**src/hdl/i2cms_pkg.sv**
```systemverilog
// Shared types and constants for the I2C master status sequencer.
// No dependencies; imported by the sequencer, the scoreboard package and the bench.
package i2cms_pkg;

    localparam int BUF_DEPTH = 16;
    localparam int BUF_AW    = $clog2(BUF_DEPTH);

    localparam logic [4:0] BUF_DEPTH_W = 5'(BUF_DEPTH);

    typedef enum logic [2:0] {
        OP_LOAD     = 3'd0,
        OP_START_WR = 3'd1,
        OP_START_RD = 3'd2,
        OP_EVENT    = 3'd3,
        OP_READ     = 3'd4
    } opcode_t;

    typedef enum logic [1:0] {
        MODE_IDLE = 2'd0,
        MODE_TX   = 2'd1,
        MODE_RX   = 2'd2
    } mode_t;

    // Controller status codes
    localparam logic [7:0] ST_START        = 8'h08;
    localparam logic [7:0] ST_RSTART       = 8'h10;
    localparam logic [7:0] ST_MT_SLA_ACK   = 8'h18;
    localparam logic [7:0] ST_MT_SLA_NACK  = 8'h20;
    localparam logic [7:0] ST_MT_DATA_ACK  = 8'h28;
    localparam logic [7:0] ST_MT_DATA_NACK = 8'h30;
    localparam logic [7:0] ST_ARB_LOST     = 8'h38;
    localparam logic [7:0] ST_MR_SLA_ACK   = 8'h40;
    localparam logic [7:0] ST_MR_SLA_NACK  = 8'h48;
    localparam logic [7:0] ST_MR_DATA_ACK  = 8'h50;
    localparam logic [7:0] ST_MR_DATA_NACK = 8'h58;

endpackage

```
**src/hdl/i2cms_ram.sv**
```systemverilog
// Generic single-write, single-read RAM with registered read data.
// No dependencies.
module i2cms_ram #(
    parameter int WIDTH = 8,
    parameter int DEPTH = 16
) (
    input  logic                     clk,
    input  logic                     we,
    input  logic [$clog2(DEPTH)-1:0] waddr,
    input  logic [WIDTH-1:0]         wdata,
    input  logic                     re,
    input  logic [$clog2(DEPTH)-1:0] raddr,
    output logic [WIDTH-1:0]         rdata
);

    logic [WIDTH-1:0] mem [DEPTH];

    always_ff @(posedge clk)
    begin
        if (we)
        begin
            mem[waddr] <= wdata;
        end
        if (re)
        begin
            rdata <= mem[raddr];
        end
    end

endmodule

```
**src/hdl/i2c_master_status_sequencer.sv**
```systemverilog
// I2C master status-code sequencer: start/event/buffer opcodes to control actions.
// Depends on i2cms_pkg and i2cms_ram (payload byte buffer).
// Each beat passes the input register, then the result register; out_stall can hold it in the input register.
// Throughput: one beat per cycle while out_stall is low; the buffer read for a beat is issued as it is accepted.
// Reset clears mode, address, length and position; buffer contents are undefined
// until written.
module i2c_master_status_sequencer (
    input  logic       clk,
    input  logic       rst_n,
    input  logic       in_valid,
    output logic       in_stall,
    input  logic [2:0] opcode,
    input  logic [7:0] slave_byte,
    input  logic [4:0] length,
    input  logic [3:0] index,
    input  logic [7:0] tx_byte,
    input  logic [7:0] bus_status,
    input  logic [7:0] rx_byte,
    output logic       out_valid,
    input  logic       out_stall,
    output logic       data_write_valid,
    output logic [7:0] data_value,
    output logic       set_start,
    output logic       set_stop,
    output logic       set_ack,
    output logic       clear_start,
    output logic       clear_ack,
    output logic       clear_interrupt,
    output logic       done_res,
    output logic [4:0] byte_count,
    output logic [7:0] read_byte
);

    import i2cms_pkg::*;

    // Input stage
    logic       a_valid_reg, a_valid_next;
    logic [2:0] op_reg;
    logic [7:0] sl_reg;
    logic [4:0] len_reg;
    logic [3:0] idx_reg;
    logic [7:0] txb_reg;
    logic [7:0] st_reg;
    logic [7:0] rx_reg;

    // Sequencer state
    mode_t      mode_reg, mode_next;
    logic [7:0] slave_reg, slave_next;
    logic [4:0] length_reg, length_next;
    logic [4:0] pos_reg, pos_next;

    // Result stage
    logic       out_valid_reg, out_valid_next;
    logic       dwv_reg, dwv_next;
    logic [7:0] dval_reg, dval_next;
    logic       ssta_reg, ssta_next;
    logic       sack_reg, sack_next;
    logic       csta_reg, csta_next;
    logic       cack_reg, cack_next;
    logic       csi_reg, csi_next;
    logic       done_reg, done_next;
    logic [4:0] cnt_reg, cnt_next;
    logic [7:0] rd_reg, rd_next;

    // Buffer access
    logic              buf_we;
    logic [BUF_AW-1:0] buf_waddr;
    logic [7:0]        buf_wdata;
    logic [BUF_AW-1:0] buf_raddr;
    logic [7:0]        buf_q;
    logic [7:0]        buf_rdata;
    logic              fwd_hit_reg;
    logic [7:0]        fwd_data_reg;

    logic       out_ready;
    logic       fire;
    logic       accept;
    logic [4:0] pos_dec;
    logic       tx_more;
    logic       rx_more;
    logic [4:0] rd_pos;

    assign out_ready = !out_valid_reg || !out_stall;
    assign fire      = a_valid_reg && out_ready;
    assign in_stall  = a_valid_reg && !out_ready;
    assign accept    = in_valid && !in_stall;

    assign pos_dec = (st_reg == ST_MT_DATA_NACK && pos_reg != 5'd0) ? pos_reg - 5'd1 : pos_reg;
    assign tx_more = (pos_dec < length_reg) && (pos_dec < BUF_DEPTH_W);
    assign rx_more = (pos_reg < length_reg) && (pos_reg < BUF_DEPTH_W);

    // Read address for the beat being accepted, from the position it will see
    assign rd_pos = (bus_status == ST_MT_DATA_NACK && pos_next != 5'd0) ?
                    pos_next - 5'd1 : pos_next;
    assign buf_raddr = (opcode == OP_READ) ? index[BUF_AW-1:0] : rd_pos[BUF_AW-1:0];

    assign buf_rdata = fwd_hit_reg ? fwd_data_reg : buf_q;

    i2cms_ram #(
        .WIDTH (8),
        .DEPTH (BUF_DEPTH)
    ) u_buf (
        .clk   (clk),
        .we    (buf_we),
        .waddr (buf_waddr),
        .wdata (buf_wdata),
        .re    (accept),
        .raddr (buf_raddr),
        .rdata (buf_q)
    );

    always_comb
    begin
        mode_next   = mode_reg;
        slave_next  = slave_reg;
        length_next = length_reg;
        pos_next    = pos_reg;
        dwv_next    = 1'b0;
        dval_next   = 8'h00;
        ssta_next   = 1'b0;
        sack_next   = 1'b0;
        csta_next   = 1'b0;
        cack_next   = 1'b0;
        csi_next    = 1'b0;
        done_next   = 1'b0;
        rd_next     = 8'h00;
        buf_we      = 1'b0;
        buf_waddr   = idx_reg[BUF_AW-1:0];
        buf_wdata   = txb_reg;

        if (fire)
        begin
            unique case (op_reg)
                OP_LOAD:
                begin
                    buf_we = ({1'b0, idx_reg} < BUF_DEPTH_W);
                end
                OP_START_WR, OP_START_RD:
                begin
                    if (mode_reg == MODE_IDLE)
                    begin
                        mode_next   = (op_reg == OP_START_WR) ? MODE_TX : MODE_RX;
                        slave_next  = sl_reg;
                        length_next = (len_reg > BUF_DEPTH_W) ? BUF_DEPTH_W : len_reg;
                        pos_next    = 5'd0;
                        cack_next   = 1'b1;
                        csi_next    = 1'b1;
                        ssta_next   = 1'b1;
                    end
                end
                OP_EVENT:
                begin
                    csi_next = 1'b1;
                    unique case (mode_reg)
                        MODE_TX:
                        begin
                            unique case (st_reg)
                                ST_MT_SLA_NACK, ST_ARB_LOST:
                                begin
                                    cack_next = 1'b1;
                                    ssta_next = 1'b1;
                                end
                                ST_START, ST_RSTART:
                                begin
                                    dwv_next  = 1'b1;
                                    dval_next = {slave_reg[7:1], 1'b0};
                                    cack_next = 1'b1;
                                    csta_next = 1'b1;
                                end
                                ST_MT_DATA_NACK, ST_MT_SLA_ACK, ST_MT_DATA_ACK:
                                begin
                                    if (tx_more)
                                    begin
                                        dwv_next  = 1'b1;
                                        dval_next = buf_rdata;
                                        pos_next  = pos_dec + 5'd1;
                                        csta_next = 1'b1;
                                        sack_next = 1'b1;
                                    end
                                    else
                                    begin
                                        pos_next  = pos_dec;
                                        csta_next = 1'b1;
                                        cack_next = 1'b1;
                                        done_next = 1'b1;
                                        mode_next = MODE_IDLE;
                                    end
                                end
                                default:
                                begin
                                end
                            endcase
                        end
                        MODE_RX:
                        begin
                            unique case (st_reg)
                                ST_ARB_LOST, ST_MR_SLA_NACK:
                                begin
                                    cack_next = 1'b1;
                                    ssta_next = 1'b1;
                                end
                                ST_START, ST_RSTART:
                                begin
                                    dwv_next  = 1'b1;
                                    dval_next = {slave_reg[7:1], 1'b1};
                                    cack_next = 1'b1;
                                    csta_next = 1'b1;
                                end
                                ST_MR_SLA_ACK:
                                begin
                                    csta_next = 1'b1;
                                    sack_next = 1'b1;
                                end
                                ST_MR_DATA_ACK:
                                begin
                                    if (rx_more)
                                    begin
                                        buf_we    = 1'b1;
                                        buf_waddr = pos_reg[BUF_AW-1:0];
                                        buf_wdata = rx_reg;
                                        pos_next  = pos_reg + 5'd1;
                                        csta_next = 1'b1;
                                        sack_next = 1'b1;
                                    end
                                    else
                                    begin
                                        csta_next = 1'b1;
                                        cack_next = 1'b1;
                                        done_next = 1'b1;
                                        mode_next = MODE_IDLE;
                                    end
                                end
                                ST_MR_DATA_NACK:
                                begin
                                    csta_next = 1'b1;
                                    cack_next = 1'b1;
                                    done_next = 1'b1;
                                    mode_next = MODE_IDLE;
                                end
                                default:
                                begin
                                end
                            endcase
                        end
                        default:
                        begin
                        end
                    endcase
                end
                OP_READ:
                begin
                    if ({1'b0, idx_reg} < BUF_DEPTH_W)
                    begin
                        rd_next = buf_rdata;
                    end
                end
                default:
                begin
                end
            endcase
        end

        cnt_next = pos_next;
    end

    always_comb
    begin
        a_valid_next = a_valid_reg;
        if (accept)
        begin
            a_valid_next = 1'b1;
        end
        else if (fire)
        begin
            a_valid_next = 1'b0;
        end

        out_valid_next = out_valid_reg;
        if (fire)
        begin
            out_valid_next = 1'b1;
        end
        else if (out_valid_reg && !out_stall)
        begin
            out_valid_next = 1'b0;
        end
    end

    always_ff @(posedge clk or negedge rst_n)
    begin
        if (!rst_n)
        begin
            a_valid_reg   <= 1'b0;
            out_valid_reg <= 1'b0;
            mode_reg      <= MODE_IDLE;
            slave_reg     <= 8'h00;
            length_reg    <= 5'd0;
            pos_reg       <= 5'd0;
        end
        else
        begin
            a_valid_reg   <= a_valid_next;
            out_valid_reg <= out_valid_next;
            mode_reg      <= mode_next;
            slave_reg     <= slave_next;
            length_reg    <= length_next;
            pos_reg       <= pos_next;
        end
    end

    always_ff @(posedge clk)
    begin
        if (accept)
        begin
            op_reg       <= opcode;
            sl_reg       <= slave_byte;
            len_reg      <= length;
            idx_reg      <= index;
            txb_reg      <= tx_byte;
            st_reg       <= bus_status;
            rx_reg       <= rx_byte;
            fwd_hit_reg  <= buf_we && (buf_waddr == buf_raddr);
            fwd_data_reg <= buf_wdata;
        end
        if (fire)
        begin
            dwv_reg  <= dwv_next;
            dval_reg <= dval_next;
            ssta_reg <= ssta_next;
            sack_reg <= sack_next;
            csta_reg <= csta_next;
            cack_reg <= cack_next;
            csi_reg  <= csi_next;
            done_reg <= done_next;
            cnt_reg  <= cnt_next;
            rd_reg   <= rd_next;
        end
    end

    assign out_valid        = out_valid_reg;
    assign data_write_valid = dwv_reg;
    assign data_value       = dval_reg;
    assign set_start        = ssta_reg;
    assign set_stop         = 1'b0;
    assign set_ack          = sack_reg;
    assign clear_start      = csta_reg;
    assign clear_ack        = cack_reg;
    assign clear_interrupt  = csi_reg;
    assign done_res         = done_reg;
    assign byte_count       = cnt_reg;
    assign read_byte        = rd_reg;

endmodule

```
**config.mk**
```make
export PLATFORM = sky130hd
export DESIGN_NAME = i2c_master_status_sequencer
export DESIGN_NICKNAME = d
export VERILOG_FILES = /design/src/hdl/i2cms_pkg.sv /design/src/hdl/i2cms_ram.sv /design/src/hdl/i2c_master_status_sequencer.sv
export SDC_FILE = /design/constraint.sdc
export NUM_CORES = 1
export LEC_CHECK = 0
export ABC_AREA = 1
export BUFFER_PORTS_ARGS = -buffer_cell sky130_fd_sc_hd__buf_4
export CAP_MARGIN = 20
export CORE_ASPECT_RATIO = 0.6
export CORE_MARGIN = 5
export CORE_UTILIZATION = 34
export CTS_CLUSTER_DIAMETER = 60
export DETAILED_ROUTE_END_ITERATION = 10
export PLACE_DENSITY = 0.59
export SYNTH_ARGS = -nofsm -noshare
export SYNTH_HDL_FRONTEND = slang
export SYNTH_HIERARCHICAL = 1
export SYNTH_SLANG_ARGS = --single-unit
```
**constraint.sdc**
```tcl
create_clock -name clk -period 6.3 [get_ports clk]
set_clock_uncertainty 0.1 [all_clocks]
set_input_delay 1.26 -clock clk [delete_from_list [all_inputs] [get_ports clk]]
set_output_delay 1.26 -clock clk [all_outputs]
set_load 0.02 [all_outputs]
```
==> summary.txt <==
status - finished, final reports clean
commonest cells in the netlist - 300 x nand2_1, 216 x edfxtp_1, 171 x inv_1
register area share after synthesis - 63.3%
Worst-Skew Late Latency - 0.52 ns
count of final setup violators - 0
critical path launch point type - register
GPL Wtd Cong - 0.896
area leader, netlist - edfxtp_1
Die Ht - 150 um
initial antenna violation count - 0
slew margin rel. - 34.3%
total grt overflow - 0
CP Max Fanout - 64
Inst Count DP - 1577
critical path arrival - 5.74 ns
worst slew pin tran - 0.982 ns
final non-filler cell total - 1618
Layout area overhead - 15.5%
vias post-DR - 7701
Wirelength per Cell - 17.4 um
Post-synth EDFFs - 216
port buffer count - 76
predominant post-synthesis flop cell - edfxtp_1
Avg Cell Area, Syn - 10.1 sq um
cell row count - 51
gr usage total - 15.4%
core area - 32300 sq um
DR iter-0 viols - 833
Worst Setup End Kind - register
Clock Path Buffers - 3
Largest Register - u_buf/mem
share of layout cells above drive strength 1 - 14.5%
Util after Layout - 39.6%
fmax - 0.179 GHz
dominant cell by count in the synthesized netlist - nand2_1
clock root cell - clkbuf_16
Worst Hold Margin - 0.346 ns
Max stage delay cell, worst path - buf_4
area of the mapped netlist - 11100 sq um
Top cell by count, worst path - nand2_1
H-tree Lvls - 1
DR pass1 iterations - 6
Ports - 79
clock slew at reported path FFs - 0.07 ns
CP Class - reg2reg
final net count - 1240
CP Data Required Time - 6.46 ns
Fillers - 3120
period utilization - 88.6%
RSZ-0062 raised after global routing - false
CTS Buf Count - 23
die span in x - 243 um
min Tclk post-route - 5.58 ns
CP peak stage delay - 0.57 ns
TritonCTS sink count - 237
vias in the first global route - 7159
DR vias/cell - 4.76
synth warn - 6
Syn Nets - 1162
pwr/cell area - 390 nW/um^2
WL final - 28200 um
CTS tree - done
post-synthesis cell count - 1100
Setup TNS - 0 ns
pin count of the biggest net entering global routing - 65
leakage power - 5.50 nW
Max VDD drop - 0.190 mV
total power - 0.00499 W
worst hold path class - reg2reg
Initial Util - 34.3%
DRC - 0
max reg flops - 128
fin. max-slew vios - 0
ys async rst share - 8.86%
Antenna Nets Post-Route - 0
number of maximum-capacitance violations - 0
synth top area cells - edfxtp_1 59%, nand2_1 10%, nand3_1 6.0%
Netlist cell types - 44
first-pass GRT wire length - 43300 um
top cell type's share of synthesized area - 58.6%
final hold violations - 0
die area - 36400 sq um
CTS Hold Bufs - 0
post-cts resize count - 0
Post-CTS Setup Bufs - 0
DP HPWL - 19600 um
Yosys reg bits - 237
-- cells by family (layout without fill, tap and decap cells) --
| kind of cell | count (synthesis) | after routing | share of synthesized area [%] |
|---|---|---|---|
| multiplexers | 13 | 13 | 1.27 |
| buffers and inverters | 217 | 310 | 8.21 |
| AND/OR/NAND/NOR | 555 | 555 | 22.3 |
| XOR/XNOR | 2 | 2 | 0.158 |
| AO/OA/AOI/OAI | 61 | 61 | 3.19 |
| adder cells (fa/ha/maj) | 14 | 14 | 1.58 |
| other | 1 | 2 | 0.0339 |
| flip-flops | 237 | 237 | 63.3 |
-- per-layer routing --
metal | up-vias | GRT usage (%) | wire, um
met5 | - | 0 | 0
met1 | 3621 | 25.9 | 14600
met4 | 0 | 2.81 | 379
met3 | 26 | 2.89 | 2290
met2 | 284 | 20.3 | 10900
li1 | 3770 | - | -
-- final timing paths --
kind / depth (start not counted) / slack (ns) / end / from
setup reg to reg: 31 / 0.72 / u_buf/rdata[6]$_DFFE_PP_ / pos_reg[1]$_DFF_PN0_
setup / recovery: 31 / 0.72 / u_buf/rdata[6]$_DFFE_PP_ / pos_reg[1]$_DFF_PN0_
hold / removal: 2 / 0.35 / slave_reg[2]$_DFFE_PN0P_ / sl_reg[2]$_DFFE_PP_
hold reg to reg: 2 / 0.35 / slave_reg[2]$_DFFE_PN0P_ / sl_reg[2]$_DFFE_PP_
max in group asynchronous: 1 / 5.28 / pos_reg[0]$_DFF_PN0_ / rst_n
min in group asynchronous: 1 / 0.55 / slave_reg[5]$_DFFE_PN0P_ / rst_n
-- through the flow --
stage | cell area (sq um) | setup WS (ns)
2_1_floorplan | 11100 | 1.34
3_3_place_gp | 12100 | 0.905
3_5_place_dp | 12100 | 0.847
4_1_cts | 12800 | 0.811
5_1_grt | 12800 | 0.147
6_report | 12800 | 0.715
-- layout by cell type (no fill, tap or decap), drive strengths merged, types with 2 or more instances in the layout --
master	synthesis	routed
nand2	315	315
edfxtp	216	216
inv	179	180
nand3	139	139
buf	25	86
nor2	76	76
o21ai	27	27
clkbuf	8	27
dfrtp	21	21
a21oi	21	21
ha	14	14
clkinv	5	14
mux2	8	8
nand4	7	7
nor3	7	7
nand3b	5	5
mux2i	5	5
a31oi	4	4
nor4	3	3
bufinv	0	3
o22ai	2	2
xnor2	2	2
or2	2	2
o21a	2	2
-- cell type report --
class                   count  area (sq um)  share of cell area, %
flip-flops and latches    237          7010                   54.8
multi-input cells         646          3160                   24.7
inverters                 184           691                   5.40
repair buffers             86           658                   5.15
clock buffers              27           591                   4.62
well taps                 424           531                   4.15
clock inverters            13           143                   1.12
diodes                      1          2.50                 0.0196
-- worst max-delay path, delay by kind of cell (launching register included) --
kind | cells | cell delay [ns]
flops | 1 | 0.50
buf+inv | 5 | 1.00
fa+ha+maj | 2 | 0.57
simple gates | 21 | 2.38
compound gates | 3 | 0.73
-- power by group --
group          total [W]  leakage [nW]  internal, W  switching [W]
clock network    0.00138         0.362     0.000794       0.000583
logic            0.00163          2.86     0.000495        0.00113
registers        0.00199          2.27      0.00188       0.000106
total            0.00499          5.50      0.00317        0.00182
Power figures use the tool's default switching activity.
